File: src/hdl/depth_forward_warp_zbuffer_core_assert.svh
// ----------------------------------------------------------------------------
// Assertion macros
// Shared concurrent assertion forms, clocked on clock, disabled in reset.
// ----------------------------------------------------------------------------
`ifndef DEPTH_FORWARD_WARP_ZBUFFER_CORE_ASSERT_SVH
`define DEPTH_FORWARD_WARP_ZBUFFER_CORE_ASSERT_SVH

// same-cycle implication
`define DFWZ_ASSERT_IMP(label, ante, cons, msg) \
   label: assert property (@(posedge clock) disable iff (reset) (ante) |-> (cons)) \
      else $error(msg);

// next-cycle implication
`define DFWZ_ASSERT_NXT(label, ante, cons, msg) \
   label: assert property (@(posedge clock) disable iff (reset) (ante) |=> (cons)) \
      else $error(msg);

`endif

File: src/hdl/dfwz_pkg.sv
`timescale 1ns / 1ps
// ----------------------------------------------------------------------------
// dfwz_pkg
// Types and constants of the forward depth warp with z-buffer.
// ----------------------------------------------------------------------------
package dfwz_pkg;

   localparam int IMG_W       = 256;
   localparam int IMG_H       = 256;
   localparam int STORE_DEPTH = IMG_W * IMG_H;
   localparam int ADDR_W      = $clog2(STORE_DEPTH);
   localparam int COL_W       = $clog2(IMG_W);
   localparam int ROW_W       = $clog2(IMG_H);
   localparam int FRAC_W      = 12;
   localparam longint U_LIM   = longint'(IMG_W) * 4096;
   localparam longint V_LIM   = longint'(IMG_H) * 4096;

   localparam int MUL_A_W   = 48;
   localparam int OP_B_W    = 25;
   localparam int DEN_W     = 24;
   localparam int DIV_N_W   = 64;
   localparam int PROD_W    = MUL_A_W + OP_B_W;
   localparam int RES_W     = 80;
   localparam int ACC_W     = 76;
   localparam int PT_W      = ACC_W - 14;
   localparam int MUL_STEPS = OP_B_W;
   localparam int DIV_STEPS = DIV_N_W;
   localparam int CNT_W     = $clog2(DIV_STEPS + 1);

   localparam logic [2:0] STS_STORED   = 3'd0;
   localparam logic [2:0] STS_INVALID  = 3'd1;
   localparam logic [2:0] STS_BEHIND   = 3'd2;
   localparam logic [2:0] STS_OFF      = 3'd3;
   localparam logic [2:0] STS_OCCLUDED = 3'd4;
   localparam logic [2:0] STS_READ     = 3'd5;

   localparam logic [15:0] BIN_ONE  = 16'd255;
   localparam logic [15:0] BIN_ZERO = 16'd0;

   typedef enum logic [2:0] {
      REG_ROT0, REG_ROT1, REG_ROT2, REG_TRANS,
      REG_FOCAL, REG_PP, REG_FILL, REG_BIN
   } csr_reg_type;

   typedef enum logic [3:0] {
      ST_IDLE, ST_START, ST_RDCHK, ST_DIVX, ST_DIVY, ST_DOT, ST_ZCHK,
      ST_UMUL, ST_UDIV, ST_VMUL, ST_VDIV, ST_TEST, ST_DONE
   } fsm_state_type;

   typedef struct packed {
      logic              kind;
      logic [7:0]        pix_x;
      logic [7:0]        pix_y;
      logic signed [15:0] pix_value;
      logic signed [15:0] pix_depth;
   } req_item_type;

   typedef struct packed {
      logic [2:0]         status;
      logic [7:0]         out_x;
      logic [7:0]         out_y;
      logic signed [15:0] out_value;
      logic [15:0]        out_depth;
   } rsp_item_type;

   typedef struct packed {
      logic              rd_en;
      logic              wr_en;
      logic              wr_value_en;
      logic [ADDR_W-1:0] addr;
      logic [15:0]       wdepth;
      logic [15:0]       wvalue;
   } store_cmd_type;

   typedef struct packed {
      logic        clr_busy;
      logic [15:0] rdepth;
      logic [15:0] rvalue;
   } store_rsp_type;

   typedef struct packed {
      logic                       start;
      logic                       is_div;
      logic signed [DIV_N_W-1:0]  a;
      logic signed [OP_B_W-1:0]   b;
   } mdu_req_type;

   typedef struct packed {
      logic                     busy;
      logic                     done;
      logic signed [RES_W-1:0]  res;
   } mdu_rsp_type;

endpackage

File: src/hdl/dfwz_mdu.sv
`timescale 1ns / 1ps
// ----------------------------------------------------------------------------
// dfwz_mdu
// Shared bit-serial signed multiplier and floor divider.
// ----------------------------------------------------------------------------
module dfwz_mdu import dfwz_pkg::*; (
   input  logic        clock,
   input  logic        reset,
   input  mdu_req_type req,
   output mdu_rsp_type rsp
);

   logic               busy_ff, busy_in;
   logic               done_ff, done_in;
   logic               div_ff, div_in;
   logic               neg_ff, neg_in;
   logic [CNT_W-1:0]   cnt_ff, cnt_in;
   logic [DIV_N_W-1:0] opa_ff, opa_in;
   logic [OP_B_W-1:0]  opb_ff, opb_in;
   logic [PROD_W-1:0]  acc_ff, acc_in;
   logic [RES_W-1:0]   res_ff, res_in;

   logic [MUL_A_W-1:0] a_mul, mag_am;
   logic [DIV_N_W-1:0] mag_ad, q_up, r64;
   logic [OP_B_W-1:0]  mag_b;
   logic [DEN_W:0]     trial, diff;
   logic               ge;
   logic [PROD_W-1:0]  r73;

   always_ff @(posedge clock) begin
      if (reset) begin
         busy_ff <= 1'b0;
         done_ff <= 1'b0;
      end else begin
         busy_ff <= busy_in;
         done_ff <= done_in;
      end
      div_ff <= div_in;
      neg_ff <= neg_in;
      cnt_ff <= cnt_in;
      opa_ff <= opa_in;
      opb_ff <= opb_in;
      acc_ff <= acc_in;
      res_ff <= res_in;
   end

   always_comb begin
      busy_in = busy_ff;
      done_in = 1'b0;
      div_in  = div_ff;
      neg_in  = neg_ff;
      cnt_in  = cnt_ff;
      opa_in  = opa_ff;
      opb_in  = opb_ff;
      acc_in  = acc_ff;
      res_in  = res_ff;

      a_mul  = req.a[MUL_A_W-1:0];
      mag_am = a_mul[MUL_A_W-1] ? (~a_mul + 1'b1) : a_mul;
      mag_ad = req.a[DIV_N_W-1] ? (~req.a + 1'b1) : req.a;
      mag_b  = req.b[OP_B_W-1] ? (~req.b + 1'b1) : req.b;

      trial = {acc_ff[DEN_W-1:0], opa_ff[DIV_N_W-1]};
      diff  = trial - {1'b0, opb_ff[DEN_W-1:0]};
      ge    = trial >= {1'b0, opb_ff[DEN_W-1:0]};
      q_up  = opa_ff + DIV_N_W'(acc_ff[DEN_W-1:0] != '0);
      r64   = neg_ff ? (~q_up + 1'b1) : opa_ff;
      r73   = neg_ff ? (~acc_ff + 1'b1) : acc_ff;

      if (busy_ff) begin
         if (cnt_ff != '0) begin
            cnt_in = cnt_ff - 1'b1;
            if (div_ff) begin
               acc_in = PROD_W'(ge ? diff[DEN_W-1:0] : trial[DEN_W-1:0]);
               opa_in = {opa_ff[DIV_N_W-2:0], ge};
            end else begin
               acc_in = {acc_ff[PROD_W-2:0], 1'b0}
                      + (opb_ff[OP_B_W-1] ? PROD_W'(opa_ff[MUL_A_W-1:0]) : '0);
               opb_in = {opb_ff[OP_B_W-2:0], 1'b0};
            end
         end else begin
            busy_in = 1'b0;
            done_in = 1'b1;
            if (div_ff) begin
               res_in = {{(RES_W-DIV_N_W){r64[DIV_N_W-1]}}, r64};
            end else begin
               res_in = {{(RES_W-PROD_W){r73[PROD_W-1]}}, r73};
            end
         end
      end else if (req.start) begin
         busy_in = 1'b1;
         div_in  = req.is_div;
         acc_in  = '0;
         opb_in  = mag_b;
         if (req.is_div) begin
            neg_in = req.a[DIV_N_W-1];
            opa_in = mag_ad;
            cnt_in = CNT_W'(DIV_STEPS);
         end else begin
            neg_in = a_mul[MUL_A_W-1] ^ req.b[OP_B_W-1];
            opa_in = DIV_N_W'(mag_am);
            cnt_in = CNT_W'(MUL_STEPS);
         end
      end
   end

   assign rsp.busy = busy_ff;
   assign rsp.done = done_ff;
   assign rsp.res  = res_ff;

endmodule

File: config.mk
export PLATFORM = sky130hd
export DESIGN_NAME = dfwz_mdu
export DESIGN_NICKNAME = d
export VERILOG_FILES = /design/src/hdl/depth_forward_warp_zbuffer_core_assert.svh /design/src/hdl/dfwz_pkg.sv /design/src/hdl/dfwz_mdu.sv
export SDC_FILE = /design/constraint.sdc
export NUM_CORES = 1
export LEC_CHECK = 0
export BUFFER_PORTS_ARGS = -buffer_cell sky130_fd_sc_hd__buf_4
export CELL_PAD_IN_SITES_DETAIL_PLACEMENT = 1
export CELL_PAD_IN_SITES_GLOBAL_PLACEMENT = 1
export CORE_ASPECT_RATIO = 0.8
export CORE_MARGIN = 10
export CORE_UTILIZATION = 29
export DETAILED_ROUTE_END_ITERATION = 8
export MAX_ROUTING_LAYER = met4
export PLACE_DENSITY_LB_ADDON = 0.1
export SETUP_SLACK_MARGIN = 0.5
export SYNTH_ARGS = -nofsm -noshare
export SYNTH_HDL_FRONTEND = slang
export SYNTH_SLANG_ARGS = --single-unit
File: constraint.sdc
create_clock -name clock -period 5.9 [get_ports clock]
set_input_delay 1.18 -clock clock [delete_from_list [all_inputs] [get_ports clock]]
set_output_delay 1.18 -clock clock [all_outputs]
set_load 0.05 [all_outputs]
# Word level (Yosys, flattened, before mapping)
# Cells that the tools add are included.
# W data, S select, Z words.
[totals]
inputBits = 93
out_inout_bits = 82
regBits = 253
[op_classes]
n_eq_ne = 3
n_lt_le_gt_ge = 1
n_reduce_logical = 9
mux = 30
bitwise = 8
n_addsub = 9
[ops]
columns = ["op", "count"]
rows = [
  ["$mux W64", 7],
  ["$mux W73", 5],
  ["$add A64 B1 Y64 const B", 2],
  ["$not A64 Y64", 2],
  ["$mux W25", 5],
  ["$mux W48", 2],
  ["$mux W80", 1],
  ["$add A73 B1 Y73 const B", 1],
  ["$add A73 B48 Y73", 1],
  ["$not A73 Y73", 1],
  ["$add A64 B1 Y64", 1],
  ["$add A48 B1 Y48 const B", 1],
  ["$not A48 Y48", 1],
  ["$mux W7", 4],
  ["$add A25 B1 Y25 const B", 1],
  ["$ge A25 B24 Y1", 1],
  ["$not A25 Y25", 1],
  ["$mux W24", 1],
  ["$reduce_bool A24 Y1", 1],
  ["$sub A24 B24 Y24", 1],
  ["$reduce_bool A7 Y1", 1],
  ["$sub A7 B1 Y7 const B", 1],
  ["$reduce_and A2 Y1", 3],
  ["$reduce_and A3 Y1", 2],
  ["7 further kinds", 13],
]

# Depth between registers and ports, before layout
# Gate-level depths: netlist of the first run.
[logic_depth]
depth_word = 6
depth_mapped = 23
ltp_nobuf = 20

# Worst setup path before layout of the first run
# OpenSTA, ideal clock, no wires.
[synth_timing]
path_type = "reg-to-reg"
startpoint = "register acc_ff[3]"
endpoint = "register res_ff[57] (data pin)"
slack_ns = 0.532
path_stages_with_launch = 21
t_required_ns = 5.630
period_less_slack_ns = 5.368
arrival_time_ns = 5.098
cell_sequence = "edfxtp_1 nor3_1 nand3b_1 or3_1 nand2b_1 or2_2 ha_1 ha_1 buf_4 or2_0 a211o_1 a211oi_4 o211a_4 nand3_4 nor4_4 nand4_4 buf_6 or3b_1 nand3_1 xor2_1 a21oi_1"
[synth_via]
elab_chain_len = 6
word_cells_on_any_way = 9
classes_between = "add/sub (3); mux (3); bitwise (2); reduce/logical (1)"
[synth_lines]
columns = ["element", "line", "text"]
rows = [
  ["from (decl)", "dfwz_mdu.sv:20", "logic [PROD_W-1:0] acc_ff, acc_in;"],
  ["from (signal assigned)", "dfwz_mdu.sv:43", "acc_ff <= acc_in;"],
  ["$reduce_bool A24 Y1", "dfwz_mdu.sv:66", "q_up = opa_ff + DIV_N_W'(acc_ff[DEN_W-1:0] != '0);"],
  ["$add A64 B1 Y64", "dfwz_mdu.sv:66", ""],
  ["$not A64 Y64", "dfwz_mdu.sv:67", "r64 = neg_ff ? (~q_up + 1'b1) : opa_ff;"],
  ["$add A64 B1 Y64", "dfwz_mdu.sv:67", ""],
  ["$mux W64", "dfwz_mdu.sv:67", ""],
  ["$mux W80 (*)", "dfwz_mdu.sv:84", "if (div_ff) begin"],
  ["to (signal assigned)", "dfwz_mdu.sv:44", "res_ff <= res_in;"],
  ["to (decl)", "dfwz_mdu.sv:21", "logic [RES_W-1:0] res_ff, res_in;"],
]
# Mark *: on every way between the ends. The rest lies on a longest branch, timed or not.
# A chain may end at the register's enable or synchronous reset.

# Worst setup path after layout of the first run
[layout_timing]
startpoint = "register acc_ff[0]"
endpoint = "register res_ff[59] (data pin)"
# Same word-level chain as after synthesis.

==> results of run 1 <==
[final cells by class]
type,instances,area [µm²]
clock buffer,35,854.6
fill,8754,49230
timing repair buffer,290,2265
inverter,81,305.3
sequential,246,7371
multi-input combinational,2095,14230
clock inverter,26,256.5
antenna,1,2.502
tap,1012,1266
[worst max path at each step]
stage	slack [ps]	startpoint	end
final	600	acc_ff[0]	res_ff[59]
after global routing	470	acc_ff[0]	res_ff[59]
after CTS	500	acc_ff[0]	res_ff[57]
after detailed placement	100	acc_ff[0]	res_ff[70]
after global placement	290	acc_ff[0]	res_ff[67]
after floorplan	530	acc_ff[3]	res_ff[57]
[state kept, by name (all words and copies together) (netlist names)]
signal   flops
done_ff      1
res_ff      73
neg_ff       1
opa_ff      64
div_ff       1
acc_ff      73
cnt_ff       7
opb_ff      25
busy_ff      1
[power breakdown]
group	internal (mW)	switching [mW]
Combinational	0.931	1.40
Sequential	2.16	0.313
Clock	1.24	0.879
Total	4.33	2.59
[logic make-up after synthesis]
group	count (synthesis)
AND/OR/NAND/NOR	1004
AO/OA/AOI/OAI	589
XOR/XNOR	360
flip-flops	246
buffers and inverters	239
adder cells (fa/ha/maj)	81
multiplexers	61
[through the flow]
step	total power [mW]	setup slack, ps	instance area [µm²]	util [%]
after floorplan	3.930	532.1	22290	-
after global placement	4.721	294.5	24910	32.87
after detailed placement	4.764	99.19	24910	32.87
after CTS	6.938	504.5	26220	34.60
after global routing	7.314	465.9	26550	35.03
final	6.919	595.9	26550	35.04
[cells in the mapped netlist, types with 64 or more instances]
cell	instances	share of area, %
xor2_1	162	6.4
ha_1	79	4.4
nor2_1	239	4.0
edfxtp_1	244	33
nand3_1	80	1.8
nand4_1	64	1.8
o21ai_0	144	3.2
clkbuf_1	100	1.7
inv_1	81	1.4
and2_1	64	1.8
xnor2_1	198	7.8
a21oi_1	159	3.6
nand2_1	224	3.8
[worst max-delay path, delay by kind of cell (launching register included)]
family | cells | cell delay, ps
flip-flops | 1 | 410
XOR/XNOR | 1 | 170
AO/OA/AOI/OAI | 5 | 1140
adder cells (fa/ha/maj) | 3 | 510
AND/OR/NAND/NOR | 10 | 2500
buffers and inverters | 2 | 320
[routing by layer]
metal	global-route usage (%)	vias up	wire length (µm)
li1	-	9758	-
met1	31.29	10120	47920
met2	26.51	492	34230
met3	2.784	54	4811
met4	3.261	0	1117
met5	-	-	0
[timing repair]
item / in CTS / in global routing
endpoints found under the setup margin: 49 / 52
resized for setup: 20 / 42
pin swaps: 10 / 24
setup buffers: 12 / 14
cloned: 0 / 1
==> metrics.md, run 1 <==
| Metric | Value |
|---|---|
| Outcome | `complete, no violations` |
| Placed Cells | `3,697` |
| # nets final | `2,922` |
| Via count | `20,430` |
| Post-Synth XOR/XNOR Area | `14.15%` |
| Port Buffer Count | `174` |
| Critical path's most frequent cell | `ha_4` |
| TritonCTS Buffers | `34` |
| Initial Util | `29.41%` |
| Vias in the first global route | `20,600` |
| Synthesized cell area | `0.02229 mm²` |
| Hold-fix buffer count after cts | `0` |
| Core area | `0.07579 mm²` |
| DRT Pass-1 Iters | `5` |
| Fin. max-slew vios | `0` |
| Async S/R FF share, synth | `0%` |
| Syn nets | `2,754` |
| Critical Path RT | `6200 ps` |
| Period minus WS final | `5304 ps` |
| Relative slew slack | `13.09%` |
| Final hold violation count | `0` |
| Clock Sinks | `246` |
| Worst reg2reg endpoint | `res_ff[59]` |
| Setup CP Type | `flip-flop to flip-flop` |
| GP Congestion | `0.9077` |
| Min-delay src | `opb_ff[20]` |
| Crit-path cells | `inv_2, ha_4, nand2b_4, nand3b_1, or3_4, nand2b_4, or2_4, ha_4, ha_4, or2_1, a211o_1, a211oi_4, o211a_4, nand3_4, nor4_4, nand4_4, buf_8, nor4_1, o21ai_1, xor2_1, a21oi_1` |
| Clk slew on worst S/H paths | `60 ps` |
| Leakage | `9.929 nW` |
| Most frequent cells in the layout | `buf_4, edfxtp_1, nor2_1` |
| Post-Synth Simple-Gate Area | `23.83%` |
| Pwr per Cell Area | `260.6 mW/mm²` |
| Worst Tran Pin Value | `1296 ps` |
| Skew-Pair Late Insertion Delay | `570 ps` |
| Reg-to-reg critical path startpoint | `acc_ff[0]` |
| Via density | `5.395` |
| R2R Setup Slk | `600 ps` |
| Final cell count without fillers | `3,786` |
| Hold_ws | `559.5 ps` |
| Drt total wl | `88,080 µm` |
| FF-to-FF path depth | `21` |
| Setup crit end kind | `flip-flop` |
| Worst Path Arrival | `5610 ps` |
| Post-Synth Adder-Cell Area | `4.615%` |
| Rows | `90` |
| Iteration-0 DRC Markers | `1,584` |
| Final count of negative-setup-slack endpoints | `0` |
| Final Skew | `27.54 ps` |
| Die Area | `0.08841 mm²` |
| Die height | `268.0 µm` |
| Combinational family with the most area after synthesis | `simple AND/OR/NAND/NOR gates` |
| Worst-path maximum fanout | `5` |
| Setup TNS | `0 ps` |
| Seq/Total Area, Yosys | `33.05%` |
| Setup crit start kind | `flip-flop` |
| Initial antenna violation count | `1` |
| Horiz. Die Dim | `329.9 µm` |
| Total track usage | `19.94%` |
| Synth Area in Compound Gates | `16.84%` |
| Warnings from Yosys | `0` |
| DR DRC count | `0` |
| Count of different cell masters after synthesis | `95` |
| Layout cells sized above 1 | `17.92%` |
| Seq cells post-synth | `246` |
| Fmax | `0.1885 GHz` |
| Grt ovf | `0` |
| Largest net degree at the start of global routing | `126` |
| Final period utilization | `89.90%` |
| Antenna viol nets, final | `0` |
| Hold Crit Class | `flip-flop to flip-flop` |
| Slowest cell delay on critical path | `450 ps` |
| DR WL/cell | `23.26 µm` |
| Hold path depth | `2` |
| Maxcap violations | `0` |
| VDD IR max | `0.1537 mV` |
| H-tree depth | `2` |
| Number of cells produced by synthesis | `2,580` |
| RSZ-0062 raised after global routing | `yes` |
| Slowest CP cell | `or3_4` |
| Ys flop type | `edfxtp_1` |
| First-pass GRT wire length | `133,100 µm` |
| Area Growth Syn to Fin | `19.13%` |
| Post-DP HPWL | `69,610 µm` |
| Commonest non-fill, non-tap cell in the layout | `buf_4` |
| Number of top-level pins | `175` |
| Post-synth EDFFs | `244` |
| Root Buffer | `clkbuf_16` |
| CTS max path bufs | `3` |
| Synthesized area per cell | `8.639 µm²` |
| Mux cell area share after synthesis | `2.987%` |
| Clock tree from TritonCTS | `done` |
| Hold endpoint | `opb_ff[21]` |
Power figures use the tool's default switching activity.
==> run 2: changes to the inputs <==
--- a/config.mk
+++ b/config.mk
@@ -5,13 +5,12 @@
 export SDC_FILE = /design/constraint.sdc
 export NUM_CORES = 1
 export LEC_CHECK = 0
-export BUFFER_PORTS_ARGS = -buffer_cell sky130_fd_sc_hd__buf_4
 export CELL_PAD_IN_SITES_DETAIL_PLACEMENT = 1
 export CELL_PAD_IN_SITES_GLOBAL_PLACEMENT = 1
 export CORE_ASPECT_RATIO = 0.8
-export CORE_MARGIN = 10
 export CORE_UTILIZATION = 29
 export DETAILED_ROUTE_END_ITERATION = 8
+export DONT_BUFFER_PORTS = 1
 export MAX_ROUTING_LAYER = met4
 export PLACE_DENSITY_LB_ADDON = 0.1
 export SETUP_SLACK_MARGIN = 0.5
==> metrics.md, run 2 (synthesis results as in run 1) <==
| Metric | Value |
|---|---|
| Clock Sinks | `246 (unchanged)` |
| First-pass GRT wire length | `130,400 µm (-2.0%)` |
| Worst-path maximum fanout | `7 (+2)` |
| Number of top-level pins | `175 (unchanged)` |
| Commonest non-fill, non-tap cell in the layout | `edfxtp_1` |
| Final period utilization | `90.77% (+0.87 points)` |
| Worst Path Arrival | `5740 ps (+130 ps)` |
| Largest regs | `acc_ff: 73 flops, res_ff: 73 flops, opa_ff: 64 flops` |
| RSZ-0062 raised after global routing | `yes` |
| Period minus WS final | `5356 ps (+51.44 ps)` |
| Final hold violation count | `0 (unchanged)` |
| Outcome | `complete, no violations` |
| Layout cells sized above 1 | `12.22% (-5.7 points)` |
| Setup CP Type | `flip-flop to flip-flop` |
| Tot Pwr | `6.806 mW (-1.6%)` |
| H-tree depth | `2 (unchanged)` |
| Root Buffer | `clkbuf_16` |
| TritonCTS Buffers | `34 (unchanged)` |
| Final Skew | `19.73 ps (-7.810 ps)` |
| Die Area | `0.07797 mm² (-12%)` |
| Die height | `250.0 µm (-6.7%)` |
| Via density | `5.499 (+1.9%)` |
| # nets final | `2,744 (-6.1%)` |
| Drt total wl | `87,210 µm (-0.98%)` |
| Fin. max-slew vios | `0 (unchanged)` |
| Core area | `0.07567 mm² (-0.15%)` |
| Horiz. Die Dim | `311.9 µm (-5.5%)` |
| Area Growth Syn to Fin | `13.25%` |
| Initial Util | `29.45% (+0.044 points)` |
| Post-DP HPWL | `67,770 µm (-2.6%)` |
| Rows | `90 (unchanged)` |
| Clock tree from TritonCTS | `done` |
| Setup crit start kind | `flip-flop` |
| Hold Crit Class | `flip-flop to flip-flop` |
| Final cell count without fillers | `3,608 (-4.7%)` |
| Most frequent cells in the layout | `edfxtp_1, nor2_1, nand2_1` |
| Total track usage | `22.50% (+2.6 points)` |
| GP Congestion | `0.8969 (-1.2%)` |
| Final count of negative-setup-slack endpoints | `0 (unchanged)` |
| CTS max path bufs | `3 (unchanged)` |
| Grt ovf | `0 (unchanged)` |
| Relative slew slack | `10.54% (-2.6 points)` |
| Critical Path RT | `6280 ps (+80 ps)` |
| Pwr per Cell Area | `269.7 mW/mm² (+3.5%)` |
| DRT Pass-1 Iters | `5 (unchanged)` |
| Fmax | `0.1867 GHz (-0.96%)` |
| Iteration-0 DRC Markers | `1,423 (-10%)` |
| Worst Tran Pin Value | `1334 ps (+38.09 ps)` |
| Vias in the first global route | `19,850 (-3.6%)` |
| Placed Cells | `3,518 (-4.8%)` |
| Leakage | `9.020 nW (-9.2%)` |
| DR WL/cell | `24.17 µm (+3.9%)` |
| Largest net degree at the start of global routing | `126 (unchanged)` |
| Antenna viol nets, final | `0 (unchanged)` |
| DR DRC count | `0 (unchanged)` |
| Maxcap violations | `0 (unchanged)` |
| Skew-Pair Late Insertion Delay | `560 ps (about the same)` |
| Setup crit end kind | `flip-flop` |
| Via count | `19,840 (-2.9%)` |
| Port Buffer Count | `0 (-100%)` |
| VDD IR max | `0.1509 mV (-1.8%)` |
| Clk slew on worst S/H paths | `60 ps (about the same)` |
| Hold-fix buffer count after cts | `0 (unchanged)` |
| Initial antenna violation count | `5 (+4)` |
## run 2: cell types whose count changed in the layout (fill, tap and decap cells not counted), sizes merged
cell	previous run	this run
bufinv	4	1
clkbuf	36	46
buf	289	110
nor4	54	55
clkinvlp	1	3
clkinv	19	10
## run 2: layout make-up
cell class,count,area (µm²)
multi-input combinational,2096,14300
fill,8833,50430
timing repair buffer,111,915.9
sequential,246,7371
clock inverter,16,146.4
clock buffer,45,933.4
antenna,1,2.502
inverter,81,305.3
tap,1012,1266
## run 2: final timing paths
check,from,endpoint,slack (ps),cells after the start
worst max register to register,acc_ff[0],res_ff[68],540,21
worst max-delay path,acc_ff[0],res_ff[68],540,21
worst min register to register,opb_ff[8],opb_ff[9],550,2
worst min-delay path,opb_ff[8],opb_ff[9],550,2
## run 2: metal layers
metal / up-vias / part of all wire (%) / global-route usage (%) / wire length [µm]
met5: - / 0 / - / 0
met1: 9938 / 55 / 35.77 / 48060
li1: 9424 / - / - / -
met2: 409 / 38 / 28.81 / 33420
met3: 69 / 5.3 / 3.906 / 4590
met4: 0 / 1.3 / 3.950 / 1143
## run 2: metrics by stage
step                      TNS (ps)  util (%)  worst slack [ps]  cell area, µm²  hold slack [ps]
after CTS                        0     32.81             506.9           24830            558.2
after detailed placement    -94.85     31.13            -36.84           23560            545.2
after floorplan                  0         -             532.1           22290            520.7
after global routing             0     33.35             344.1           25240            577.1
after global placement           0     31.13             175.4           23560            546.2
final                            0     33.35             544.4           25240            554.2
## run 2: what timing repair did
item                       in CTS  in global routing
buffers inserted               10                 15
gates resized for setup        21                 53
pin swaps                      10                 24
setup endpoints to repair      50                 53
gates cloned                    1                  2
## run 2: critical path, cell delays in order (launching register included)
cell	delay, ps
edfxtp_1	400
inv_2	120
ha_4	160
nand2b_4	70
nand3b_1	250
or3_4	450
nand2b_4	150
or2_4	310
ha_4	190
ha_4	180
or2_4	240
a211o_4	370
a211oi_4	280
o211a_4	240
nand3_4	110
nor4_4	380
nand4_4	170
buf_8	170
nor3_4	330
buf_6	170
o21ai_4	130
nor4_2	280
## run 2: where the power goes
group / switching, mW / internal (mW)
Clock: 0.890 / 1.17
Sequential: 0.312 / 2.16
Combinational: 1.38 / 0.892
Total: 2.58 / 4.23
==> run 3: changes to the inputs <==
==> constraint.sdc (replaced) <==
create_clock -name clock -period 5.9 [get_ports clock]
set_input_delay 0.885 -clock clock [delete_from_list [all_inputs] [get_ports clock]]
set_output_delay 0.885 -clock clock [all_outputs]
set_load 0.05 [all_outputs]
==> metrics.md, run 3 (synthesis results as in run 1) <==
| Metric | Value |
|---|---|
| Root Buffer | `clkbuf_16` |
| Placed Cells | `3,521 (+0.085%)` |
| Final hold violation count | `0 (unchanged)` |
| Die Area | `0.07797 mm² (unchanged)` |
| Largest net degree at the start of global routing | `126 (unchanged)` |
| Initial antenna violation count | `2 (-3)` |
| Met2 usage in global routing | `29.41% (+0.60 points)` |
| DRT Pass-1 Iters | `5 (unchanged)` |
| Skew-Pair Late Insertion Delay | `570 ps (about the same)` |
| Maxcap violations | `0 (unchanged)` |
| Min-delay src | `reset` |
| Area Growth Syn to Fin | `13.03%` |
| Launch point of the worst path | `acc_ff[6]` |
| Commonest non-fill, non-tap cell in the layout | `edfxtp_1` |
| Grt peak-use layer | `met1` |
| First-pass GRT wire length | `130,000 µm (-0.35%)` |
| Post-DP HPWL | `68,210 µm (+0.64%)` |
| H-tree depth | `2 (unchanged)` |
| Met3 Use GR | `3.814% (-0.091 points)` |
| Number of top-level pins | `175 (unchanged)` |
| # nets final | `2,748 (+0.15%)` |
| Leakage | `9.034 nW (+0.15%)` |
| Vias in the first global route | `19,820 (-0.17%)` |
| Die height | `250.0 µm (unchanged)` |
| RSZ-0062 raised after global routing | `no` |
| Iteration-0 DRC Markers | `1,390 (-2.3%)` |
| DR WL/cell | `24.12 µm (-0.22%)` |
| Critical Path RT | `6190 ps (-90 ps)` |
| Reg-to-reg critical path startpoint | `acc_ff[6]` |
| Hold-fix buffer count after cts | `0 (unchanged)` |
| Via density | `5.488 (-0.19%)` |
| Period minus WS final | `5262 ps (-93.24 ps)` |
| Setup crit end kind | `flip-flop` |
| Grt ovf | `0 (unchanged)` |
| Relative slew slack | `12.22% (+1.7 points)` |
| Port Buffer Count | `0 (unchanged)` |
| Fmax | `0.1900 GHz (+1.8%)` |
| Core area | `0.07567 mm² (unchanged)` |
| Clock Sinks | `246 (unchanged)` |
| Final core occ | `33.29% (-0.065 points)` |
| Largest regs | `acc_ff: 73 flops, res_ff: 73 flops, opa_ff: 64 flops` |
| Most frequent cells in the layout | `edfxtp_1, nor2_1, nand2_1` |
| Rows | `90 (unchanged)` |
| Pwr per Cell Area | `271.3 mW/mm² (+0.60%)` |
| Final period utilization | `89.19% (-1.6 points)` |
| Setup CP Type | `flip-flop to flip-flop` |
| Clock tree from TritonCTS | `done` |
| VDD IR max | `0.1576 mV (+4.4%)` |
| Clk slew on worst S/H paths | `60 ps (about the same)` |
| Fin. max-slew vios | `0 (unchanged)` |
| Outcome | `complete, no violations` |
| Final Skew | `36.09 ps (+16.36 ps)` |
| CTS max path bufs | `3 (unchanged)` |
| Horiz. Die Dim | `311.9 µm (unchanged)` |
| GP Congestion | `0.9013 (+0.49%)` |
| Hold Crit Class | `primary input to flip-flop` |
| Worst Path Arrival | `5550 ps (-190 ps)` |
| Total track usage | `22.46% (-0.036 points)` |
| Layout cells sized above 1 | `12.13% (-0.082 points)` |
| TritonCTS Buffers | `34 (unchanged)` |
| Worst-path maximum fanout | `6 (-1)` |
| Final cell count without fillers | `3,610 (+0.055%)` |
| Worst Tran Pin Value | `1309 ps (-25.05 ps)` |
| Final count of negative-setup-slack endpoints | `0 (unchanged)` |
| Antenna viol nets, final | `0 (unchanged)` |
| Setup crit start kind | `flip-flop` |
| Via count | `19,810 (-0.14%)` |
| Met1 Track Usage GR | `35.39% (-0.38 points)` |
| DR DRC count | `0 (unchanged)` |
| Initial Util | `29.45% (unchanged)` |
| Drt total wl | `87,070 µm (-0.16%)` |
run 3: cell type report:
| class | count | area, µm² |
|---|---|---|
| repair buffers | 116 | 923.4 |
| inverters | 81 | 305.3 |
| clock buffers | 37 | 862.1 |
| clock inverters | 21 | 232.7 |
| fillers | 8853 | 50480 |
| well taps | 1012 | 1266 |
| diodes | 2 | 5.005 |
| multi-input cells | 2095 | 14230 |
| flip-flops and latches | 246 | 7371 |
run 3: report_power, final:
group	leakage [nW]	internal, mW	switching (mW)	total [mW]
combinational	6.07	0.884	1.38	2.26
clock	0.526	1.24	0.868	2.10
sequential	2.44	2.16	0.308	2.47
total	9.03	4.28	2.55	6.83
run 3: worst paths after layout:
| path | endpoint | slack, ps | cells past startpoint |
|---|---|---|---|
| setup / recovery | res_ff[51] | 640 | 21 |
| hold / removal | busy_ff | 400 | 1 |
| setup reg to reg | res_ff[51] | 640 | 21 |
| hold reg to reg | opb_ff[17] | 560 | 2 |
run 3: worst max-delay path: stages (launching register included):
cell and delay (ps):
edfxtp_1 430, nor4_4 340, nand3b_1 230, or3_4 460, nand2b_4 150, or2_4 310
ha_4 180, ha_4 180, or2_4 260, a211o_4 370, a211oi_4 290, o211a_4 230
nand3_4 90, nor4_4 210, buf_4 170, nand4_4 130, buf_8 170, clkbuf_4 180
o21ai_0 220, nand3b_1 110, xor2_1 170, a21oi_1 80
run 3: what timing repair did:
item	4_1_cts	5_1_grt
setup buffers	15	14
gates resized for setup	21	40
endpoints found under the hold margin	0	0
pin swaps	9	14
setup endpoints to repair	50	51
run 3: per-stage QoR:
stage               setup WS, ps  power (mW)  area, µm²  setup TNS, ps  hold slack (ps)
CTS                        488.9       6.840      24880              0            369.8
detailed placement        -87.44       4.696      23570         -455.0            548.6
global route               456.3       7.186      25190              0            385.0
finish                     637.7       6.834      25190              0            395.8
global placement           171.0       4.656      23570              0            548.5
floorplan                  532.1       3.930      22290              0            520.7
run 3: per-layer routing:
metal / wire, µm / up-vias
met3: 5052 / 70
met1: 47630 / 9863
met2: 33260 / 473
met5: 0 / -
met4: 1133 / 0
li1: - / 9407
